**src/rtl/assert_macros.svh**
```systemverilog
// assertion macros shared by the pps edge classifier rtl
// no dependencies; include by bare file name
`ifndef ASSERT_MACROS_SVH
`define ASSERT_MACROS_SVH

// same-cycle implication under reset
`define PEC_ASSERT_IMPLY(label, clk, rst_n, ante, cons, msg) \
    label: assert property (@(posedge clk) disable iff (!rst_n) (ante) |-> (cons)) \
        else $error(msg);

// next-cycle implication under reset
`define PEC_ASSERT_NEXT(label, clk, rst_n, ante, cons, msg) \
    label: assert property (@(posedge clk) disable iff (!rst_n) (ante) |=> (cons)) \
        else $error(msg);

`endif

```
**src/rtl/pec_pkg.sv**
```systemverilog
// types and constants for the pps edge classifier
// no dependencies
`default_nettype none

package pec_pkg;

    localparam int EDGE_TIME_BITS = 40;
    localparam int OUT_TIME_BITS  = 40;
    localparam int FIX_BITS       = 8;
    localparam int REPEAT_BITS    = 4;
    localparam int CLASS_BITS     = 4;
    localparam int LIMIT_BITS     = 21;

    localparam logic [FIX_BITS-1:0]    MIN_FIX_RESET = 8'd4;
    localparam logic [REPEAT_BITS-1:0] REPEAT_LIMIT  = 4'd10;

    localparam logic [LIMIT_BITS-1:0] LIM_DUR_5HZ    = 21'd100000;
    localparam logic [LIMIT_BITS-1:0] LIM_5HZ_LO     = 21'd199000;
    localparam logic [LIMIT_BITS-1:0] LIM_5HZ_HI     = 21'd201000;
    localparam logic [LIMIT_BITS-1:0] LIM_HALF_LO    = 21'd499000;
    localparam logic [LIMIT_BITS-1:0] LIM_HALF_HI    = 21'd501000;
    localparam logic [LIMIT_BITS-1:0] LIM_SEC_LO     = 21'd999000;
    localparam logic [LIMIT_BITS-1:0] LIM_SEC_HI     = 21'd1001000;
    localparam logic [LIMIT_BITS-1:0] LIM_TWO_SEC_LO = 21'd1999000;
    localparam logic [LIMIT_BITS-1:0] LIM_TWO_SEC_HI = 21'd2001000;

    typedef enum logic [CLASS_BITS-1:0] {
        PC_NO_FIX       = 4'd0,
        PC_TOO_SHORT    = 4'd1,
        PC_5HZ_OK       = 4'd2,
        PC_5HZ_BAD_DUR  = 4'd3,
        PC_5HZ_TO_1HZ   = 4'd4,
        PC_INVISIBLE_OK = 4'd5,
        PC_1HZ_TRAILING = 4'd6,
        PC_1HZ_SQ_OK    = 4'd7,
        PC_1HZ_SQ_IGN   = 4'd8,
        PC_1HZ_LEAD_OK  = 4'd9,
        PC_1HZ_TO_2HZ   = 4'd10,
        PC_HALF_SHORT   = 4'd11,
        PC_HALF_OK      = 4'd12,
        PC_HALF_LONG    = 4'd13,
        PC_TOO_LONG     = 4'd14
    } pulse_class_t;

endpackage

`default_nettype wire

```
**src/rtl/pec_ifs.sv**
```systemverilog
// edge event and result channel interfaces for the pps edge classifier
// depends on pec_pkg
`default_nettype none

interface pec_edge_if import pec_pkg::*; ();
    logic                      valid;
    logic                      ready;
    logic [EDGE_TIME_BITS-1:0] edge_time_us;
    logic                      line_level;
    logic [FIX_BITS-1:0]       fix_count;

    modport source (output valid, output edge_time_us, output line_level,
                    output fix_count, input ready);
    modport sink   (input valid, input edge_time_us, input line_level,
                    input fix_count, output ready);
endinterface

interface pec_result_if import pec_pkg::*; ();
    logic                     valid;
    logic                     ready;
    logic                     pulse_accepted;
    logic [CLASS_BITS-1:0]    pulse_class;
    logic [OUT_TIME_BITS-1:0] cycle_us;
    logic [OUT_TIME_BITS-1:0] duration_us;

    modport source (output valid, output pulse_accepted, output pulse_class,
                    output cycle_us, output duration_us, input ready);
    modport sink   (input valid, input pulse_accepted, input pulse_class,
                    input cycle_us, input duration_us, output ready);
endinterface

`default_nettype wire

```
**src/rtl/pec_input_reg.sv**
```systemverilog
// input register stage: takes edge events off the input channel
// depends on pec_pkg and pec_edge_if
`default_nettype none

module pec_input_reg import pec_pkg::*;
(
    input  logic                      clk,
    input  logic                      rst_n,
    pec_edge_if.sink                  edges,
    input  logic                      advance,
    output logic                      stage_valid,
    output logic [EDGE_TIME_BITS-1:0] stage_time,
    output logic                      stage_level,
    output logic [FIX_BITS-1:0]       stage_fix
);

    logic                      valid_reg;
    logic                      valid_next;
    logic [EDGE_TIME_BITS-1:0] time_reg;
    logic                      level_reg;
    logic [FIX_BITS-1:0]       fix_reg;
    logic                      take;

    assign edges.ready = !valid_reg || advance;
    assign take        = edges.valid && edges.ready;

    always_comb
    begin
        valid_next = valid_reg;
        if (take)
        begin
            valid_next = 1'b1;
        end
        else if (advance)
        begin
            valid_next = 1'b0;
        end
    end

    always_ff @(posedge clk or negedge rst_n)
    begin
        if (!rst_n)
        begin
            valid_reg <= 1'b0;
        end
        else
        begin
            valid_reg <= valid_next;
        end
    end

    always_ff @(posedge clk)
    begin
        if (take)
        begin
            time_reg  <= edges.edge_time_us;
            level_reg <= edges.line_level;
            fix_reg   <= edges.fix_count;
        end
    end

    assign stage_valid = valid_reg;
    assign stage_time  = time_reg;
    assign stage_level = level_reg;
    assign stage_fix   = fix_reg;

endmodule

`default_nettype wire

```
**src/rtl/pec_level_tracker.sv**
```systemverilog
// per-level time memory, repeat counter and cycle / duration differences
// depends on pec_pkg
`default_nettype none

module pec_level_tracker import pec_pkg::*;
#(
    parameter int TIME_BITS = 40
)
(
    input  logic                      clk,
    input  logic                      rst_n,
    input  logic                      update,
    input  logic [EDGE_TIME_BITS-1:0] edge_time,
    input  logic                      level,
    output logic [TIME_BITS-1:0]      cycle,
    output logic [TIME_BITS-1:0]      duration,
    output logic                      emit
);

    logic [TIME_BITS-1:0]   seen_time_reg [2];
    logic                   prev_level_reg;
    logic                   prev_known_reg;
    logic [REPEAT_BITS-1:0] repeat_count_reg;
    logic [REPEAT_BITS-1:0] repeat_count_next;
    logic [TIME_BITS-1:0]   now;
    logic [TIME_BITS-1:0]   dur_raw;
    logic                   is_repeat;
    logic                   invisible;
    logic [REPEAT_BITS-1:0] repeat_inc;

    assign now     = TIME_BITS'(edge_time);
    assign cycle   = now - seen_time_reg[level];
    assign dur_raw = now - seen_time_reg[~level];

    assign is_repeat = prev_known_reg && (level == prev_level_reg);
    assign invisible = (cycle > TIME_BITS'(LIM_SEC_LO)) && (cycle < TIME_BITS'(LIM_SEC_HI));
    assign emit      = !is_repeat || invisible;
    assign duration  = (is_repeat && invisible) ? '0 : dur_raw;
    assign repeat_inc = repeat_count_reg + 1'b1;

    always_comb
    begin
        repeat_count_next = '0;
        if (is_repeat && !invisible)
        begin
            repeat_count_next = (repeat_inc == REPEAT_LIMIT) ? REPEAT_BITS'(1) : repeat_inc;
        end
    end

    always_ff @(posedge clk or negedge rst_n)
    begin
        if (!rst_n)
        begin
            seen_time_reg[0] <= '0;
            seen_time_reg[1] <= '0;
            prev_level_reg   <= 1'b0;
            prev_known_reg   <= 1'b0;
            repeat_count_reg <= '0;
        end
        else if (update)
        begin
            seen_time_reg[level] <= now;
            prev_level_reg       <= level;
            prev_known_reg       <= 1'b1;
            repeat_count_reg     <= repeat_count_next;
        end
    end

endmodule

`default_nettype wire

```
**src/rtl/pec_classifier.sv**
```systemverilog
// cycle and duration windows to pulse class and accept flag
// depends on pec_pkg
`default_nettype none

module pec_classifier import pec_pkg::*;
#(
    parameter int TIME_BITS = 40
)
(
    input  logic                 level,
    input  logic [TIME_BITS-1:0] cycle,
    input  logic [TIME_BITS-1:0] duration,
    input  logic [FIX_BITS-1:0]  fix_count,
    input  logic [FIX_BITS-1:0]  min_fix_count,
    output logic                 accepted,
    output pulse_class_t         pulse_class
);

    always_comb
    begin
        accepted    = 1'b0;
        pulse_class = PC_NO_FIX;
        if (fix_count >= min_fix_count)
        begin
            if (cycle < TIME_BITS'(LIM_5HZ_LO))
            begin
                pulse_class = PC_TOO_SHORT;
            end
            else if (cycle < TIME_BITS'(LIM_5HZ_HI))
            begin
                if (duration < TIME_BITS'(LIM_DUR_5HZ))
                begin
                    accepted    = 1'b1;
                    pulse_class = PC_5HZ_OK;
                end
                else
                begin
                    pulse_class = PC_5HZ_BAD_DUR;
                end
            end
            else if (cycle < TIME_BITS'(LIM_SEC_LO))
            begin
                pulse_class = PC_5HZ_TO_1HZ;
            end
            else if (cycle < TIME_BITS'(LIM_SEC_HI))
            begin
                if (duration == '0)
                begin
                    accepted    = 1'b1;
                    pulse_class = PC_INVISIBLE_OK;
                end
                else if (duration < TIME_BITS'(LIM_HALF_LO))
                begin
                    pulse_class = PC_1HZ_TRAILING;
                end
                else if (duration < TIME_BITS'(LIM_HALF_HI))
                begin
                    accepted    = level;
                    pulse_class = level ? PC_1HZ_SQ_OK : PC_1HZ_SQ_IGN;
                end
                else
                begin
                    accepted    = 1'b1;
                    pulse_class = PC_1HZ_LEAD_OK;
                end
            end
            else if (cycle < TIME_BITS'(LIM_TWO_SEC_LO))
            begin
                pulse_class = PC_1HZ_TO_2HZ;
            end
            else if (cycle < TIME_BITS'(LIM_TWO_SEC_HI))
            begin
                if (duration < TIME_BITS'(LIM_SEC_LO))
                begin
                    pulse_class = PC_HALF_SHORT;
                end
                else if (duration < TIME_BITS'(LIM_SEC_HI))
                begin
                    accepted    = 1'b1;
                    pulse_class = PC_HALF_OK;
                end
                else
                begin
                    pulse_class = PC_HALF_LONG;
                end
            end
            else
            begin
                pulse_class = PC_TOO_LONG;
            end
        end
    end

endmodule

`default_nettype wire

```
**src/rtl/pps_edge_classifier.sv**
```systemverilog
// top level of the pps edge classifier: input stage, level tracker, classifier, result register
// depends on pec_pkg, pec_ifs, pec_input_reg, pec_level_tracker, pec_classifier, assert_macros.svh
// Takes one pps line change per transfer and gives at most one result per event. The event waits
// in the input register until the result register is free or being read; then it moves on to
// the result register. One event can be taken every clock cycle while the result channel does
// not stall: the per-level time registers, the last level and the repeat counter are read and
// updated as the event moves from the input register to the result register. A stalled result
// is held in the result register while the next event waits in the input register. Events whose
// level repeats, and that do not sit about one second after the last event at that level, give
// no result. min_fix_count is written through cfg_wr_en / cfg_wr_data and resets to 4.
`default_nettype none

`include "assert_macros.svh"

module pps_edge_classifier import pec_pkg::*;
#(
    parameter int TIME_BITS = 40
)
(
    input  logic                clk,
    input  logic                rst_n,
    pec_edge_if.sink            edges,
    pec_result_if.source        results,
    input  logic                cfg_wr_en,
    input  logic [FIX_BITS-1:0] cfg_wr_data
);

    logic                      advance;
    logic                      stage_valid;
    logic [EDGE_TIME_BITS-1:0] stage_time;
    logic                      stage_level;
    logic [FIX_BITS-1:0]       stage_fix;
    logic [TIME_BITS-1:0]      cycle;
    logic [TIME_BITS-1:0]      duration;
    logic                      emit;
    logic                      accepted;
    pulse_class_t              pulse_class;

    logic [FIX_BITS-1:0]       min_fix_reg;
    logic                      res_valid_reg;
    logic                      res_valid_next;
    logic                      res_accepted_reg;
    logic [CLASS_BITS-1:0]     res_class_reg;
    logic [OUT_TIME_BITS-1:0]  res_cycle_reg;
    logic [OUT_TIME_BITS-1:0]  res_duration_reg;

    assign advance = stage_valid && (!res_valid_reg || results.ready);

    pec_input_reg u_input_reg (
        .clk         (clk),
        .rst_n       (rst_n),
        .edges       (edges),
        .advance     (advance),
        .stage_valid (stage_valid),
        .stage_time  (stage_time),
        .stage_level (stage_level),
        .stage_fix   (stage_fix)
    );

    pec_level_tracker #(
        .TIME_BITS (TIME_BITS)
    ) u_level_tracker (
        .clk       (clk),
        .rst_n     (rst_n),
        .update    (advance),
        .edge_time (stage_time),
        .level     (stage_level),
        .cycle     (cycle),
        .duration  (duration),
        .emit      (emit)
    );

    pec_classifier #(
        .TIME_BITS (TIME_BITS)
    ) u_classifier (
        .level         (stage_level),
        .cycle         (cycle),
        .duration      (duration),
        .fix_count     (stage_fix),
        .min_fix_count (min_fix_reg),
        .accepted      (accepted),
        .pulse_class   (pulse_class)
    );

    always_comb
    begin
        res_valid_next = res_valid_reg;
        if (advance)
        begin
            res_valid_next = emit;
        end
        else if (results.ready)
        begin
            res_valid_next = 1'b0;
        end
    end

    always_ff @(posedge clk or negedge rst_n)
    begin
        if (!rst_n)
        begin
            res_valid_reg <= 1'b0;
            min_fix_reg   <= MIN_FIX_RESET;
        end
        else
        begin
            res_valid_reg <= res_valid_next;
            if (cfg_wr_en)
            begin
                min_fix_reg <= cfg_wr_data;
            end
        end
    end

    always_ff @(posedge clk)
    begin
        if (advance && emit)
        begin
            res_accepted_reg <= accepted;
            res_class_reg    <= pulse_class;
            res_cycle_reg    <= OUT_TIME_BITS'(cycle);
            res_duration_reg <= OUT_TIME_BITS'(duration);
        end
    end

    assign results.valid          = res_valid_reg;
    assign results.pulse_accepted = res_accepted_reg;
    assign results.pulse_class    = res_class_reg;
    assign results.cycle_us       = res_cycle_reg;
    assign results.duration_us    = res_duration_reg;

    `PEC_ASSERT_IMPLY(a_accept_class, clk, rst_n,
        res_valid_reg && res_accepted_reg,
        res_class_reg == PC_5HZ_OK || res_class_reg == PC_INVISIBLE_OK ||
        res_class_reg == PC_1HZ_SQ_OK || res_class_reg == PC_1HZ_LEAD_OK ||
        res_class_reg == PC_HALF_OK,
        "accepted pulse with a rejecting class")

    `PEC_ASSERT_IMPLY(a_invisible_dur, clk, rst_n,
        res_valid_reg && res_class_reg == PC_INVISIBLE_OK,
        res_duration_reg == '0,
        "invisible pulse with nonzero duration")

    `PEC_ASSERT_NEXT(a_stage_filled, clk, rst_n,
        edges.valid && edges.ready,
        stage_valid,
        "accepted edge event lost before the input stage")

    `PEC_ASSERT_NEXT(a_result_held, clk, rst_n,
        res_valid_reg && !results.ready,
        res_valid_reg && !advance || res_valid_reg,
        "stalled result dropped")

endmodule

`default_nettype wire
```
**src/flat_wrapper.sv**
```systemverilog
// flat-port wrapper written by rule: the top's interface ports become plain ports
module pps_edge_classifier_flat import pec_pkg::*;
#(
    parameter int TIME_BITS = 40
)
  (clk, rst_n, cfg_wr_en, cfg_wr_data, edges_valid, edges_edge_time_us, edges_line_level, edges_fix_count, edges_ready, results_valid, results_pulse_accepted, results_pulse_class, results_cycle_us, results_duration_us, results_ready);
  pec_edge_if edges_i ();
  pec_result_if results_i ();
  input  logic clk;
  input  logic rst_n;
  input  logic cfg_wr_en;
  input  logic [FIX_BITS-1:0] cfg_wr_data;
  input wire logic [$bits(edges_i.valid)-1:0] edges_valid;
  input wire logic [$bits(edges_i.edge_time_us)-1:0] edges_edge_time_us;
  input wire logic [$bits(edges_i.line_level)-1:0] edges_line_level;
  input wire logic [$bits(edges_i.fix_count)-1:0] edges_fix_count;
  output wire logic [$bits(edges_i.ready)-1:0] edges_ready;
  output wire logic [$bits(results_i.valid)-1:0] results_valid;
  output wire logic [$bits(results_i.pulse_accepted)-1:0] results_pulse_accepted;
  output wire logic [$bits(results_i.pulse_class)-1:0] results_pulse_class;
  output wire logic [$bits(results_i.cycle_us)-1:0] results_cycle_us;
  output wire logic [$bits(results_i.duration_us)-1:0] results_duration_us;
  input wire logic [$bits(results_i.ready)-1:0] results_ready;
  assign edges_i.valid = edges_valid;
  assign edges_i.edge_time_us = edges_edge_time_us;
  assign edges_i.line_level = edges_line_level;
  assign edges_i.fix_count = edges_fix_count;
  assign edges_ready = edges_i.ready;
  assign results_valid = results_i.valid;
  assign results_pulse_accepted = results_i.pulse_accepted;
  assign results_pulse_class = results_i.pulse_class;
  assign results_cycle_us = results_i.cycle_us;
  assign results_duration_us = results_i.duration_us;
  assign results_i.ready = results_ready;
  pps_edge_classifier #(.TIME_BITS(TIME_BITS)) u_core (.clk(clk), .rst_n(rst_n), .edges(edges_i), .results(results_i), .cfg_wr_en(cfg_wr_en), .cfg_wr_data(cfg_wr_data));
endmodule
```
**config.mk**
```make
export PLATFORM = sky130hd
export DESIGN_NAME = pps_edge_classifier_flat
export DESIGN_NICKNAME = d
export VERILOG_FILES = /design/src/rtl/pec_pkg.sv /design/src/rtl/pec_ifs.sv /design/src/rtl/pec_input_reg.sv /design/src/rtl/pec_level_tracker.sv /design/src/rtl/pec_classifier.sv /design/src/rtl/pps_edge_classifier.sv /design/src/flat_wrapper.sv
export VERILOG_INCLUDE_DIRS = /design/src /design/src/rtl
export SDC_FILE = /design/constraint.sdc
export NUM_CORES = 1
export LEC_CHECK = 0
export BUFFER_PORTS_ARGS = -buffer_cell sky130_fd_sc_hd__buf_2
export CAP_MARGIN = 20
export CELL_PAD_IN_SITES_DETAIL_PLACEMENT = 0
export CELL_PAD_IN_SITES_GLOBAL_PLACEMENT = 1
export CORE_MARGIN = 10
export CORE_UTILIZATION = 48
export DETAILED_ROUTE_END_ITERATION = 8
export PLACE_DENSITY = 0.89
export RECOVER_POWER = 25
export SYNTH_ARGS = -nofsm -noshare
export SYNTH_HDL_FRONTEND = slang
export SYNTH_SLANG_ARGS = --single-unit
```
**constraint.sdc**
```tcl
create_clock -name clk -period 11.4 [get_ports clk]
set_input_delay 0.57 -clock clk [delete_from_list [all_inputs] [get_ports clk]]
set_output_delay 0.57 -clock clk [all_outputs]
set_load 0.02 [all_outputs]
```
# Word level (Yosys, flattened, before mapping)

Cells that the tools add are included.

$add $sub $neg: 2
$lt $le $gt $ge: 16
Equality and inequality tests: 1
Multiplexer cells: 38
Bitwise operators: 4
Reduce and logical (&&, ||, !) cells: 17

Operator list:

| kind                 | count |
|---|---|
| $mux 40              | 8 |
| $lt 40x20->1 const B | 4 |
| $bwmux 80            | 1 |
| $lt 40x18->1 const B | 2 |
| $lt 40x19->1 const B | 2 |
| $lt 40x21->1 const B | 2 |
| $sub 40x40->40       | 2 |
| $demux 40 s1         | 1 |
| $gt 40x20->1 const B | 1 |
| $logic_not 40->1     | 1 |
| $lt 40x17->1 const B | 1 |
| $mux 4               | 9 |
| $mux 1               | 18 |
| $ge 8x8->1           | 1 |
| $logic_and 1x1->1    | 7 |
| $ge 2x2->1 const B   | 2 |
| $not 1->2            | 2 |
| $reduce_bool 2->1    | 2 |
| $logic_not 1->1      | 3 |
| $logic_or 1x1->1     | 3 |
| $mux 3               | 1 |
| $lt 2x1->1 const B   | 1 |
| $not 1->1            | 2 |
| $reduce_or 2->1      | 1 |
| $eq 1x1->1           | 1 |

Bits in registers: 226
Bits of input ports: 62
Output and inout port bits: 87
Word-level logic and storage cells: 93

# Logic depth before layout (Yosys ltp)

Depth in word-level cells: 18
Mapped depth: 21
Depth with buffers taken out: 17

# Modules after synthesis

Synthesis repeated with hierarchy kept, for this count alone.

Cells, all modules: 1328
Area, all modules: 14247.4 µm²

By module, submodules not included:

| module              | instances | cells each | area each (µm²) | seq. area each (µm²) |
|---|---|---|---|---|
| pec_level_tracker   | 1         | 1015       | 8787.2          | 2052.0 |
| pps_edge_classifier | 1         | 108        | 2936.6          | 2778.9 |
| pec_input_reg       | 1         | 53         | 1525.2          | 1496.4 |
| pec_classifier      | 1         | 152        | 998.5           | 0.0 |

# Least setup slack after synthesis

OpenSTA, ideal clock, no wires.

Path kind: flip-flop to flip-flop
Start point: register u_core.u_input_reg.level_reg, in the netlist u_core.u_input_reg.stage_level
End point: register u_core.res_cycle_reg[0], in the netlist u_core.results.cycle_us[0] (enable)
Setup time: 529 ps
Arrival: 8243 ps
Data required time: 10871 ps
Slack: 2628 ps
Cell stages (with the launch flop): 19
Buffers on the path: 3
Period minus slack after synthesis: 8772 ps
Cells stage by stage: edfxtp_1 > clkbuf_1 > clkbuf_1 > buf_1 > mux2_2 > ha_1 > inv_1 > fa_1 > a21oi_1 > o211ai_4 > a21oi_4 > a2111o_1 > o311a_2 > a211o_1 > or4_4 > or3_4 > nor3_1 > a21oi_1 > nor2_1

Cells in the longest elaborated chain, start to end: 9
Elaborated cells on any way between the ends: 13
Those cells by class: add/sub: 1; order compare: 2; eq/ne: 1; mux: 3; bitwise: 1; reduce/logical: 5

RTL lines:

| what                                                | line                       | source |
|---|---|---|
| from (decl)                                         | pec_input_reg.sv:20        | `logic level_reg;` |
| from (signal assigned)                              | pec_input_reg.sv:57        | `level_reg <= edges.line_level;` |
| $not 1->2 (implied by the code) *                   | pec_level_tracker.sv:32    | `assign cycle = now - seen_time_reg[level];` |
| $mux 40 (implied by the code) * (3 in a row)        | pec_level_tracker.sv:32    |  |
| $sub 40x40->40 *                                    | pec_level_tracker.sv:32    |  |
| named net u_core.cycle[22]                          | pps_edge_classifier.sv:33  | `logic [TIME_BITS-1:0] cycle;` |
| $gt 40x20->1 / $lt 40x20->1 (equally long branches) | pec_level_tracker.sv:36    | `assign invisible = (cycle > TIME_BITS'(LIM_SEC_LO)) && (cycle < TIME_BITS'(LIM_SEC_HI));` |
| $logic_and 1x1->1 *                                 | pec_level_tracker.sv:36    |  |
| $logic_or 1x1->1 *                                  | pec_level_tracker.sv:37    | `assign emit = !is_repeat \|\| invisible;` |
| $logic_and 1x1->1 *                                 | pps_edge_classifier.sv:117 | `if (advance && emit)` |
| to (signal assigned)                                | pps_edge_classifier.sv:121 | `res_cycle_reg <= OUT_TIME_BITS'(cycle);` |
| to (decl)                                           | pps_edge_classifier.sv:44  | `logic [OUT_TIME_BITS-1:0] res_cycle_reg;` |

The timed path passes the listed nets; every way through them passes the cells marked *. The select of a mux whose other input is x is not followed.
A chain may end at the register's enable or synchronous reset.

# Worst setup path in the final report

Start point: register u_core.u_input_reg.level_reg, in the netlist u_core.u_input_reg.stage_level
End point: register u_core.res_class_reg[0], in the netlist u_core.results.pulse_class[0], data pin

Cells in the longest elaborated chain, start to end: 18
Elaborated cells on any way between the ends: 42
Those cells by class: add/sub: 2; order compare: 12; eq/ne: 1; mux: 20; bitwise: 3; reduce/logical: 4

RTL lines:

| what                                                | line                                          | source |
|---|---|---|
| $not 1->2 (implied by the code)                     | pec_level_tracker.sv:32                       |  |
| $mux 40 (implied by the code) (3 in a row)          | pec_level_tracker.sv:32                       |  |
| $sub 40x40->40                                      | pec_level_tracker.sv:32                       |  |
| $gt 40x20->1 / $lt 40x20->1 (equally long branches) | pec_level_tracker.sv:36, pec_classifier.sv:45 |  |
| $logic_and 1x1->1                                   | pec_level_tracker.sv:36                       |  |
| $logic_and 1x1->1                                   | pec_level_tracker.sv:38                       | `assign duration = (is_repeat && invisible) ? '0 : dur_raw;` |
| $mux 40                                             | pec_level_tracker.sv:38                       |  |
| $lt 40x20->1                                        | pec_classifier.sv:77                          | `else if (duration < TIME_BITS'(LIM_SEC_HI))` |
| $mux 1                                              | pec_classifier.sv:77                          |  |
| $mux 3                                              | pec_classifier.sv:73                          | `if (duration < TIME_BITS'(LIM_SEC_LO))` |
| $mux 4                                              | pec_classifier.sv:71                          | `else if (cycle < TIME_BITS'(LIM_TWO_SEC_HI))` |
| $mux 4                                              | pec_classifier.sv:67                          | `else if (cycle < TIME_BITS'(LIM_TWO_SEC_LO))` |
| $mux 4                                              | pec_classifier.sv:45                          | `else if (cycle < TIME_BITS'(LIM_SEC_HI))` |
| $mux 4                                              | pec_classifier.sv:41                          | `else if (cycle < TIME_BITS'(LIM_SEC_LO))` |
| $mux 4                                              | pec_classifier.sv:29                          | `else if (cycle < TIME_BITS'(LIM_5HZ_HI))` |
| $mux 1 *                                            | pec_classifier.sv:25                          | `if (cycle < TIME_BITS'(LIM_5HZ_LO))` |
| to (signal assigned)                                | pps_edge_classifier.sv:120                    | `res_class_reg <= pulse_class;` |
| to (decl)                                           | pps_edge_classifier.sv:43                     | `logic [CLASS_BITS-1:0] res_class_reg;` |

Every way passes the cells marked *; elsewhere a longest branch is shown, timed or not. The select of a mux whose other input is x is not followed.

==> impl_metrics.json <==
{
  "outcome": "finished with violations",
  "relSlewSlack_pct": -10.5,
  "violations": "max-capacitance violations, max-slew violations",
  "rsz0062_at_grt": "no",
  "grt_usage_pct": 20.3,
  "antenna_found_initial": 0,
  "synth_cell_types": 95,
  "cts_root_buffer": "clkbuf_16",
  "cts_hold_buf": 1,
  "finalSetupViolCount": 0,
  "r2r_start": "u_core.u_input_reg.stage_level",
  "fin_cells": 1983,
  "p_sw_share_pct": 45.0,
  "crit_arrival_ps": 6970,
  "min_from": "edges_edge_time_us[6]",
  "synth_nets": 1590,
  "grt_max_degree": 67,
  "ys_seq_area_share_pct": 42.4,
  "clockBufferDepth": 3,
  "gp_congestion": 0.921,
  "min_period_ps": 6720,
  "grt_pass1_vias": 11518,
  "skew_ps": 31.8,
  "dp_hpwl_um": 31400,
  "power.density_nw_per_um2": 287,
  "worstSkewPairLatency_ps": 550,
  "dieWidth_um": 196,
  "worstSetupStartpointType": "flop",
  "path_clk_slew_ps": 60,
  "cp_max_fo": 41,
  "cts_buffers": 24,
  "async_reset_ff_share_pct": 40.7,
  "cts_tree": "yes",
  "p_comb_share_pct": 56.1,
  "start_util_pct": 48.7,
  "syn_area_per_cell_um2": 10.4,
  "dieArea_um2": 38600,
  "n_antenna_cell": 0,
  "grt_overflow_total": 0,
  "finalHoldViolations": 0,
  "num_rows": 64,
  "dr.first_iter.drc_count": 949,
  "maxCapViolCount": 1,
  "drtAntennaViolNets": 0,
  "switchingPower_uw": 2160,
  "r2r_cells": 17,
  "synth_enable_flop_cells": 134,
  "drt-wirelength-per-cell_um": 20.5,
  "routed_wl_um": 40700,
  "power.internal_uw": 2640,
  "slew_violations": 28,
  "p_leak_uw": 0.00685,
  "worst_slew_pin_slew_ps": 1660,
  "sequentialPowerShare_pct": 28.4,
  "cts_setup_buffers": 0,
  "via_per_inst": 6.00,
  "cp.required_ps": 11650,
  "drcViolationCount": 0,
  "synth_ff_type": "edfxtp_1",
  "portBuffers": 148,
  "fmax_mhz": 149,
  "area_growth_pct": 12.1,
  "synthCells": 1439,
  "via_count": 11892,
  "die_h_um": 196,
  "end_kind": "flop",
  "stdcell_area_um2": 16700,
  "finalSetupTns_ps": 0,
  "power_uw": 4800,
  "grt_pass1_wl_um": 63600,
  "drive_gt1_share_pct": 17.0,
  "ir_drop_v": 0.000121,
  "min_period_over_period_pct": 58.9,
  "h-tree-depth": 1,
  "synth_area_um2": 14900,
  "largest_reg_flops": 80,
  "cts_resized": 0,
  "worstHoldPathType": "input pin to flop",
  "crit_type": "flop to flop",
  "setup.worst_path.start": "u_core.u_input_reg.stage_level",
  "num-nets-final": 1720,
  "placedCellCount": 1936,
  "pin_count": 149,
  "coreArea_um2": 30700,
  "dpl_cell_area_um2": 16000,
  "first_pass_iters": 5,
  "yosys_register_bits": 226,
  "clock_sinks": 226,
  "p_clk_share_pct": 15.6,
  "ys_warn_count": 0,
  "hold_depth": 1
}
-- cell usage after synthesis (all sizes together) (11+ instances only) --
cell / count / area share (%)
edfxtp: 134 / 27
a21oi: 107 / 3.7
nand2: 101 / 2.5
dfrtp: 91 / 15
nor2: 89 / 2.2
ha: 87 / 7.3
mux2i: 86 / 5.8
mux2: 84 / 6.3
o21ai: 70 / 2.3
inv: 51 / 1.3
xnor2: 37 / 2.2
clkbuf: 36 / 0.91
nor3: 36 / 1.2
a21o: 30 / 1.5
and2: 28 / 1.2
xor2: 28 / 1.6
nand3: 25 / 0.87
nand4: 22 / 0.96
buf: 20 / 0.78
and3: 15 / 0.63
nand2b: 15 / 0.68
a31oi: 14 / 0.59
nor4: 14 / 0.59
o21a: 14 / 0.71
or2: 14 / 0.60
or3: 14 / 0.62
a211oi: 13 / 0.77
o211ai: 11 / 0.65
o31ai: 11 / 0.55
-- per-stage QoR --
stage	hold slack (ps)	worst slack (ps)	util (%)
6_report	195	4680	54.6
5_1_grt	179	4610	54.6
4_1_cts	183	4410	54.7
3_3_place_gp	464	4600	52.2
3_5_place_dp	473	4440	52.2
2_1_floorplan	274	2630	-
-- kinds of logic after synthesis --
logic type | synth area share (%)
buffers and inverters | 2.97
and+or+nand+nor | 14.2
adders and majority gates | 7.56
muxes | 12.1
DFF | 42.4
xor gates and xnor gates | 3.81
AOI/OAI and AO/OA | 16.9
-- worst max-delay path, cell delays in order, from the launching register on --
cell and delay [ps]:
edfxtp_1 350, buf_4 540, mux2_2 290, ha_1 180, inv_1 60, fa_1 400
a21o_1 200, a311o_1 400, nand3_1 210, nand3_1 270, a31oi_1 550, mux2i_1 240
nand2_1 70, nor4_1 600, nand3_1 540, nor4bb_1 1110, nand2b_4 310, a221oi_2 70
-- power groups by stage --
stage | logic [uW] | clock network [uW] | registers (uW)
2_1_floorplan | 1850 | 0 | 1480
3_3_place_gp | 2630 | 0 | 1360
3_5_place_dp | 2650 | 0 | 1370
4_1_cts | 2680 | 762 | 1360
5_1_grt | 2970 | 798 | 1390
6_report | 2690 | 747 | 1360
-- cell type report --
| type | instances | area, um2 |
|---|---|---|
| fill | 2769 | 13900 |
| multi-input combinational | 1106 | 8180 |
| sequential | 226 | 6330 |
| timing repair buffer | 160 | 787 |
| clock buffer | 36 | 676 |
| tap | 396 | 495 |
| inverter | 51 | 191 |
| clock inverter | 8 | 76.3 |
-- placed cells by master, fill, tap and decap left out, types with 8 or more instances in the layout --
cell | synthesis | layout
a2111oi_0 | 9 | 9
nor4_1 | 14 | 14
o21a_1 | 13 | 13
mux2_2 | 84 | 84
or3_1 | 13 | 13
nor3_1 | 36 | 36
edfxtp_1 | 134 | 134
nand2b_1 | 14 | 14
xor2_1 | 28 | 28
clkbuf_1 | 36 | 60
nand3_1 | 24 | 23
o21bai_1 | 9 | 9
a31oi_1 | 14 | 14
clkbuf_16 | 0 | 24
mux2i_1 | 86 | 86
o31ai_1 | 11 | 11
xnor2_1 | 37 | 37
a21boi_0 | 8 | 8
and3_1 | 15 | 15
nand2_1 | 101 | 101
a21oi_1 | 104 | 104
buf_2 | 3 | 98
buf_4 | 6 | 8
nor2_1 | 89 | 87
or2_2 | 11 | 11
o211ai_1 | 10 | 10
ha_1 | 87 | 87
and2_1 | 26 | 25
nand4_1 | 21 | 21
a21o_1 | 30 | 30
dfrtp_1 | 91 | 91
a211oi_1 | 11 | 11
inv_1 | 50 | 50
o21ai_0 | 63 | 63
-- worst paths after layout --
check	endpoint	slack [ps]
max	u_core.results.pulse_class[0]	4680
min	u_core.u_input_reg.stage_time[6]	200
max reg2reg	u_core.results.pulse_class[0]	4680
min reg2reg	u_core.u_level_tracker.prev_known_reg	490
max in group asynchronous	u_core.u_level_tracker.seen_time_reg[35]	8750
min in group asynchronous	u_core.min_fix_reg[3]	980
-- metal layers --
metal	share of wire [%]	up-vias	routed length [um]	track usage, %
met4	2.2	0	884	5.54
li1	-	5722	-	-
met3	7.4	55	3020	4.23
met1	48	5713	19300	29.2
met2	43	402	17400	30.1
met5	0	-	0	0
No activity file was read; power rests on OpenSTA's default activity.
